--- config.mk ---
export PLATFORM = sky130hd
export DESIGN_NAME = frame_step_timer_core
export DESIGN_NICKNAME = d
export VERILOG_FILES = /design/src/fst_pkg.sv /design/src/frame_step_timer_core.sv
export SDC_FILE = /design/constraint.sdc
export NUM_CORES = 2
export LEC_CHECK = 0
export BUFFER_PORTS_ARGS = -buffer_cell sky130_fd_sc_hd__buf_4
export CAP_MARGIN = 20
export CORE_UTILIZATION = 50
export CTS_CLUSTER_DIAMETER = 60
export DETAILED_ROUTE_END_ITERATION = 10
export HOLD_SLACK_MARGIN = 0.06
export PLACE_DENSITY = 0.71
export SLEW_MARGIN = 30
export SYNTH_ARGS = -nofsm -noshare
export SYNTH_HDL_FRONTEND = slang
export SYNTH_SLANG_ARGS = --single-unit
--- constraint.sdc ---
create_clock -name clk -period 2.9 [get_ports clk]
set_input_delay 0.29 -clock clk [delete_from_list [all_inputs] [get_ports clk]]
set_output_delay 0.29 -clock clk [all_outputs]
set_load 0.01 [all_outputs]
--- src/fst_pkg.sv ---
// Types and constants of the frame step timer.
`timescale 1ns / 1ps

package fst_pkg;

    localparam int FREQ_W      = 32;
    localparam int MD_W        = 29;
    localparam int STAMP_W     = 64;
    localparam int CNT_W       = 32;
    localparam int CFG_IDX_W   = 4;
    localparam int CFG_DATA_W  = 32;

    // register indexes
    localparam logic [CFG_IDX_W-1:0] CFG_FREQ = 4'd0;
    localparam logic [CFG_IDX_W-1:0] CFG_MAXD = 4'd1;

    localparam logic [FREQ_W-1:0] FREQ_RESET = 32'd10000000;
    localparam logic [MD_W-1:0]   MAXD_RESET = 29'd1000000;

    // item actions
    localparam logic ACT_FRAME   = 1'b0;
    localparam logic ACT_RESTART = 1'b1;

    typedef struct packed {
        logic               action;
        logic [STAMP_W-1:0] timestamp;
    } item_t;

    typedef struct packed {
        logic [STAMP_W-1:0] elapsed_ticks;
        logic [STAMP_W-1:0] total_ticks;
        logic [CNT_W-1:0]   frame_total;
        logic [CNT_W-1:0]   frames_per_second;
        logic               rate_updated;
    } result_t;

endpackage

--- src/frame_step_timer_core.sv ---
// Frame step timer: bit-serial delta, scale by a constant, restoring divide.
`timescale 1ns / 1ps
// A restart transaction goes straight to the done state; a frame transaction passes through
// serial subtract/accumulate, shift-add multiply, divide, and serial tick sum and window
// modulo in a datapath that works one bit per cycle. One item is in flight at a time, and
// a finished result waits in the done state while a stalled output register is still full.
// Reset (rst_n, async, active low) clears all timing state and loads register defaults.

module frame_step_timer_core #(
    parameter int unsigned TICKS_PER_SECOND = 10000000
) (
    input  logic                             clk,
    input  logic                             rst_n,
    // item channel
    input  logic                             item_valid,
    output logic                             item_stall,
    input  fst_pkg::item_t                   item,
    // result channel
    output logic                             result_valid,
    input  logic                             result_stall,
    output fst_pkg::result_t                 result,
    // configuration write channel
    input  logic                             cfg_valid,
    output logic                             cfg_ready,
    input  logic [fst_pkg::CFG_IDX_W-1:0]    cfg_index,
    input  logic [fst_pkg::CFG_DATA_W-1:0]   cfg_data
);
    import fst_pkg::*;

    // Scale constant and product width follow from the tick rate.
    localparam int TPS_W = $clog2(TICKS_PER_SECOND + 1);
    localparam int HI_W  = TPS_W + 1;
    localparam int P_W   = HI_W + MD_W;
    localparam logic [TPS_W-1:0] TPS_VAL = TPS_W'(TICKS_PER_SECOND);

    localparam int STEP_W = 6;
    localparam logic [STEP_W-1:0] STEP_LAST = 6'd63;
    localparam logic [STEP_W-1:0] MUL_LAST  = STEP_W'(MD_W - 1);

    typedef enum logic [2:0] {
        ST_IDLE,
        ST_DIFF,    // delta = stamp - last, accum += delta, both compares
        ST_MUL,     // clamped delta * TICKS_PER_SECOND
        ST_DIV,     // product / frequency
        ST_FIN,     // tick sum add, accum % frequency
        ST_DONE     // hand result to the output register
    } state_t;

    state_t state_reg;
    logic [STEP_W-1:0] step_reg;

    // configuration
    logic [FREQ_W-1:0] freq_reg;
    logic [MD_W-1:0]   maxd_reg;

    // architectural state
    logic [STAMP_W-1:0] last_stamp_reg;
    logic [STAMP_W-1:0] accum_reg;
    logic [STAMP_W-1:0] tick_sum_reg;
    logic [STAMP_W-1:0] elapsed_reg;
    logic [CNT_W-1:0]   frame_cnt_reg;
    logic [CNT_W-1:0]   win_frames_reg;
    logic [CNT_W-1:0]   rate_reg;
    logic               closed_reg;

    // serial datapath
    logic [STAMP_W-1:0] stamp_sh_reg;
    logic [STAMP_W-1:0] delta_reg;
    logic [FREQ_W-1:0]  freq_sh_reg;
    logic [MD_W-1:0]    maxd_sh_reg;
    logic               borrow_reg;
    logic               carry_reg;
    logic               gt_reg;
    logic               ge_reg;
    logic [P_W-1:0]     mul_reg;
    logic [STAMP_W-1:0] dv_reg;
    logic [FREQ_W-1:0]  rem_reg;

    // output register
    logic    result_valid_reg;
    result_t result_reg;

    // combinational next values
    logic [FREQ_W-1:0]  freq_eff;
    logic [1:0]         diff2;
    logic [1:0]         sum2;
    logic [1:0]         tsum2;
    logic               d_bit;
    logic               acc_bit;
    logic               gt_next;
    logic               ge_next;
    logic [HI_W-1:0]    hi_next;
    logic [P_W-1:0]     mul_next;
    logic [FREQ_W:0]    shifted;
    logic [FREQ_W+1:0]  trial;
    logic               q_bit;
    logic [FREQ_W-1:0]  rem_next;
    logic [STAMP_W-1:0] dv_next;
    logic [MD_W-1:0]    mplier_next;
    logic               load_result;

    assign cfg_ready    = 1'b1;
    assign item_stall   = (state_reg != ST_IDLE);
    assign result_valid = result_valid_reg;
    assign result       = result_reg;

    // finished result moves to the output register once that register is free
    assign load_result  = (state_reg == ST_DONE) && (!result_valid_reg || !result_stall);

    always_comb
    begin
        // a zero frequency behaves as one
        freq_eff = (freq_reg == '0) ? FREQ_W'(1) : freq_reg;

        // serial subtract, LSB first
        diff2 = {1'b0, stamp_sh_reg[0]} - {1'b0, last_stamp_reg[0]} - {1'b0, borrow_reg};
        d_bit = diff2[0];
        // serial accumulate of the unclamped delta
        sum2    = {1'b0, accum_reg[0]} + {1'b0, d_bit} + {1'b0, carry_reg};
        acc_bit = sum2[0];
        // LSB-first magnitude compares: last differing bit decides
        gt_next = (d_bit != maxd_sh_reg[0]) ? d_bit : gt_reg;
        ge_next = (acc_bit != freq_sh_reg[0]) ? acc_bit : ge_reg;
        // clamp, using the delta bits as they stand after the final shift
        mplier_next = gt_next ? maxd_reg : delta_reg[MD_W:1];

        // shift-add multiply step
        hi_next  = mul_reg[P_W-1:MD_W] + (mul_reg[0] ? HI_W'(TPS_VAL) : HI_W'(0));
        mul_next = {hi_next, mul_reg[MD_W-1:0]} >> 1;

        // restoring divide step
        shifted  = {rem_reg, dv_reg[STAMP_W-1]};
        trial    = {1'b0, shifted} - {2'b00, freq_eff};
        q_bit    = ~trial[FREQ_W+1];
        rem_next = q_bit ? trial[FREQ_W-1:0] : shifted[FREQ_W-1:0];
        dv_next  = {dv_reg[STAMP_W-2:0], q_bit};

        // serial tick sum
        tsum2 = {1'b0, tick_sum_reg[0]} + {1'b0, elapsed_reg[0]} + {1'b0, carry_reg};
    end

    always_ff @(posedge clk or negedge rst_n)
    begin
        if (!rst_n)
        begin
            state_reg        <= ST_IDLE;
            step_reg         <= '0;
            freq_reg         <= FREQ_RESET;
            maxd_reg         <= MAXD_RESET;
            last_stamp_reg   <= '0;
            accum_reg        <= '0;
            tick_sum_reg     <= '0;
            elapsed_reg      <= '0;
            frame_cnt_reg    <= '0;
            win_frames_reg   <= '0;
            rate_reg         <= '0;
            closed_reg       <= 1'b0;
            stamp_sh_reg     <= '0;
            delta_reg        <= '0;
            freq_sh_reg      <= '0;
            maxd_sh_reg      <= '0;
            borrow_reg       <= 1'b0;
            carry_reg        <= 1'b0;
            gt_reg           <= 1'b0;
            ge_reg           <= 1'b0;
            mul_reg          <= '0;
            dv_reg           <= '0;
            rem_reg          <= '0;
            result_valid_reg <= 1'b0;
            result_reg       <= '0;
        end
        else
        begin
            if (cfg_valid && cfg_ready)
            begin
                case (cfg_index)
                    CFG_FREQ: freq_reg <= cfg_data;
                    CFG_MAXD: maxd_reg <= cfg_data[MD_W-1:0];
                    default:  ;
                endcase
            end

            if (load_result)
                result_valid_reg <= 1'b1;
            else if (result_valid_reg && !result_stall)
                result_valid_reg <= 1'b0;

            case (state_reg)
                ST_IDLE:
                begin
                    if (item_valid)
                    begin
                        step_reg <= '0;
                        if (item.action == ACT_RESTART)
                        begin
                            last_stamp_reg <= item.timestamp;
                            rate_reg       <= '0;
                            win_frames_reg <= '0;
                            accum_reg      <= '0;
                            closed_reg     <= 1'b0;
                            state_reg      <= ST_DONE;
                        end
                        else
                        begin
                            stamp_sh_reg <= item.timestamp;
                            freq_sh_reg  <= freq_eff;
                            maxd_sh_reg  <= maxd_reg;
                            borrow_reg   <= 1'b0;
                            carry_reg    <= 1'b0;
                            gt_reg       <= 1'b0;
                            ge_reg       <= 1'b1;    // equal counts as reached
                            state_reg    <= ST_DIFF;
                        end
                    end
                end

                ST_DIFF:
                begin
                    // last_stamp rotates the new stamp in as the old one goes out
                    stamp_sh_reg   <= stamp_sh_reg >> 1;
                    last_stamp_reg <= {stamp_sh_reg[0], last_stamp_reg[STAMP_W-1:1]};
                    accum_reg      <= {acc_bit, accum_reg[STAMP_W-1:1]};
                    delta_reg      <= {d_bit, delta_reg[STAMP_W-1:1]};
                    freq_sh_reg    <= freq_sh_reg >> 1;
                    maxd_sh_reg    <= maxd_sh_reg >> 1;
                    borrow_reg     <= diff2[1];
                    carry_reg      <= sum2[1];
                    gt_reg         <= gt_next;
                    ge_reg         <= ge_next;
                    step_reg       <= step_reg + 1'b1;
                    if (step_reg == STEP_LAST)
                    begin
                        mul_reg        <= {{HI_W{1'b0}}, mplier_next};
                        frame_cnt_reg  <= frame_cnt_reg + 1'b1;
                        win_frames_reg <= win_frames_reg + 1'b1;
                        step_reg       <= '0;
                        state_reg      <= ST_MUL;
                    end
                end

                ST_MUL:
                begin
                    mul_reg  <= mul_next;
                    step_reg <= step_reg + 1'b1;
                    if (step_reg == MUL_LAST)
                    begin
                        dv_reg    <= STAMP_W'(mul_next);
                        rem_reg   <= '0;
                        step_reg  <= '0;
                        state_reg <= ST_DIV;
                    end
                end

                ST_DIV:
                begin
                    dv_reg   <= dv_next;
                    rem_reg  <= rem_next;
                    step_reg <= step_reg + 1'b1;
                    if (step_reg == STEP_LAST)
                    begin
                        // quotient is the new elapsed; divider is reused for the modulo
                        elapsed_reg <= dv_next;
                        dv_reg      <= accum_reg;
                        rem_reg     <= '0;
                        carry_reg   <= 1'b0;
                        step_reg    <= '0;
                        state_reg   <= ST_FIN;
                    end
                end

                ST_FIN:
                begin
                    dv_reg       <= dv_next;
                    rem_reg      <= rem_next;
                    tick_sum_reg <= {tsum2[0], tick_sum_reg[STAMP_W-1:1]};
                    elapsed_reg  <= {elapsed_reg[0], elapsed_reg[STAMP_W-1:1]};
                    carry_reg    <= tsum2[1];
                    step_reg     <= step_reg + 1'b1;
                    if (step_reg == STEP_LAST)
                    begin
                        closed_reg <= ge_reg;
                        if (ge_reg)
                        begin
                            accum_reg      <= STAMP_W'(rem_next);
                            rate_reg       <= win_frames_reg;
                            win_frames_reg <= '0;
                        end
                        step_reg  <= '0;
                        state_reg <= ST_DONE;
                    end
                end

                ST_DONE:
                begin
                    if (load_result)
                    begin
                        result_reg.elapsed_ticks     <= elapsed_reg;
                        result_reg.total_ticks       <= tick_sum_reg;
                        result_reg.frame_total       <= frame_cnt_reg;
                        result_reg.frames_per_second <= rate_reg;
                        result_reg.rate_updated      <= closed_reg;
                        state_reg                    <= ST_IDLE;
                    end
                end

                default:
                begin
                    state_reg <= ST_IDLE;
                end
            endcase
        end
    end

endmodule

==> flow_summary.json <==
{
  "status": "complete, but fails checks",
  "failed_checks": "setup timing",
  "synth_top_area_cell": "dfrtp_1",
  "setup_viol": 66,
  "worstSetupStartpointType": "flop",
  "cts_tree": "yes",
  "powerDensity_mw_per_mm2": 579,
  "post-place-ws_ns": -0.512,
  "grt_pass1_wl_mm": 171,
  "rsz0062_at_grt": "true",
  "clkSlewWorstSetupHoldPaths_ns": 0.06,
  "period_share_pct": 115,
  "diodes": 0,
  "synth_common_cells": "dfrtp_1, nand2_1, o21ai_0, nor2_1, a21oi_1",
  "die_area_mm2": 0.0852,
  "ios": 302,
  "gp_congestion": 0.928,
  "slew_viol_final": 0,
  "ys_ff_latch": 958,
  "via_count": 32100,
  "synth_edf_count": 0,
  "post-route-min-period_ns": 3.32,
  "reg2reg_to": "accum_reg[22]",
  "yosysMostFrequentCell": "dfrtp_1",
  "wire_per_inst_um": 18.3,
  "seq_area_mm2": 0.0240,
  "placed_cell_area_mm2": 0.0462,
  "grt_max_degree": 137,
  "fin_skew_ns": 0.0413,
  "fmaxAchievable_ghz": 0.301,
  "antenna_found_initial": 1,
  "cp.arrival_ns": 3.88,
  "relSlewSlack_pct": 48.2,
  "clock_latency_ns": 0.68,
  "ant_nets": 0,
  "rows": 105,
  "cap_violations": 0,
  "fin_nets": 4728,
  "hold_ws_ns": 0.0956,
  "synth.avg_cell_area_um2": 10.0,
  "async_reset_ff_share_pct": 100,
  "largest_reg_flops": 193,
  "core_area_mm2": 0.0826,
  "die_x_um": 292,
  "clk_path_buf_depth": 3,
  "yosys-top-cells-area": "dfrtp_1, nand2_1, mux2_2",
  "final_area_mm2": 0.0511,
  "routed_wl_mm": 105,
  "yosysTopAreaCellShare_pct": 56.2,
  "dp_cells": 5431,
  "cts_sinks": 958,
  "hold_path_class": "in2async",
  "instances_no_fill": 5728,
  "multi_input_area_mm2": 0.0171,
  "io_buffer_count": 300,
  "drive_above_1_share_pct": 19.7,
  "initial_core_util_pct": 50.8,
  "dieHeight_um": 292,
  "fin_setup_tns_ns": -21.48,
  "worst_slack_ns": -0.421,
  "grt_pass1_vias": 31400,
  "drt_iter0_drc": 2405,
  "reg2reg_from": "freq_reg[16]",
  "leakage_uw": 0.0249,
  "firstDrtPassIters": 5,
  "synth_cell_types": 73,
  "synthToLayoutAreaGrowth_pct": 21.6,
  "htree_levels": 3,
  "cts_root_buf": "clkbuf_16",
  "crit_required_ns": 3.46,
  "ff2ff_path_depth": 13,
  "critPathKind": "reg2reg",
  "vias_per_cell": 5.61,
  "yosysWarnings": 0,
  "grt_util_all_layers_pct": 24.8,
  "max-vdd-ir-drop_v": 0.000461,
  "drcViolationCount": 0,
  "syn_nets": 4345,
  "cts_buffers": 104,
  "rrSetupSlack_ns": -0.42,
  "seq_area_frac_synth_pct": 57.1,
  "syn_area_mm2": 0.0420,
  "tightest_slew_ns": 0.776,
  "fillCellCount": 6618,
  "synth_cells": 4189,
  "hold_viol": 0,
  "crit_fanout": 14,
  "yosys_most_used_dff": "dfrtp_1",
  "hpwlAfterDp_mm": 70.2,
  "grt_overflow": 0,
  "crit_path_end_kind": "flop"
}
-- worst max-delay path, cell delays in order (launching register included) --
cell and delay (ns):
dfrtp_1 0.38, nor4_2 0.28, nand4_1 0.23, o21bai_1 0.26, ha_2 0.24, nor2b_2 0.05, o211ai_1 0.22, a2111oi_2 0.12
or2_1 0.27, a211o_1 0.33, a21o_1 0.23, buf_8 0.19, mux2i_4 0.20, a211oi_1 0.20
-- stage by stage --
| step | total power (uW) | util, % |
|---|---|---|
| 6_report | 29600 | 61.8 |
| 5_1_grt | 30600 | 61.8 |
| 4_1_cts | 29800 | 61.7 |
| 3_5_place_dp | 15900 | 55.9 |
| 3_3_place_gp | 15900 | 55.9 |
| 2_1_floorplan | 14900 | - |
-- layer usage --
layer  routed length, um  GRT usage, %  share of wire (%)  up-vias
met5                   0             0                  0        -
met4                2190          6.80                2.1        0
met3                6060          3.72                5.8      150
met2               48300          38.5                 46      938
met1               48100          36.2                 46    15800
li1                    -             -                  -    15200
-- cells by family (layout without fill, tap and decap cells) --
logic type | after synthesis | after routing | share of synthesized area, %
other | 1 | 1 | 0.00893
AO/OA/AOI/OAI | 970 | 970 | 13.6
flip-flops | 958 | 958 | 57.1
AND/OR/NAND/NOR | 1476 | 1476 | 14.7
multiplexers | 306 | 306 | 7.95
XOR/XNOR | 96 | 96 | 2.00
buffers and inverters | 331 | 800 | 3.06
adder cells (fa/ha/maj) | 51 | 51 | 1.58
-- how the worst max path moves through the flow --
stage / start / endpoint / slack, ns / cells past startpoint
floorplan: freq_reg[19] / accum_reg[30] / 0.009 / 13
global placement: freq_reg[24] / accum_reg[27] / -0.46 / 13
detailed placement: freq_reg[24] / rem_reg[26] / -0.51 / 14
CTS: freq_reg[16] / rem_reg[26] / -0.40 / 14
global route: freq_reg[16] / rem_reg[1] / -0.58 / 13
finish: freq_reg[16] / accum_reg[22] / -0.42 / 13
-- where the power goes --
part / total (uW) / internal, uW / switching [uW]
logic: 2110 / 869 / 1240
registers: 13800 / 13600 / 154
clock network: 13700 / 8130 / 5560
-- layout make-up --
type | instances | share of cell area [%]
flip-flops and latches | 958 | 47.0
multi-input cells | 2900 | 33.5
repair buffers | 545 | 9.38
clock buffers | 152 | 5.88
well taps | 1070 | 2.62
clock inverters | 40 | 1.14
inverters | 63 | 0.463
-- what timing repair did --
action	in CTS	in global routing
pin swaps	5	7
hold buffers	100	0
gates resized for setup	33	18
endpoints found under the setup margin	66	66
setup buffers	2	2
endpoints found under the hold margin	724	0
-- cells in the final DEF (no fill, tap or decap), types with 24 or more instances in the layout --
cell and instances:
a21oi_1 249, a22o_1 36, a22oi_1 75, a31oi_1 43, and2_1 71, and3_1 28, buf_12 33, buf_4 409
clkbuf_1 28, clkbuf_16 106, dfrtp_1 943, dlygate4sd3_1 100, ha_1 45, inv_1 63, mux2_2 222, mux2i_1 71
nand2_1 876, nand3_1 76, nand4_1 24, nor2_1 307, o21ai_0 310, o21ai_1 43, o22ai_1 84, xnor2_1 57
xor2_1 38
Power figures use the tool's default switching activity.
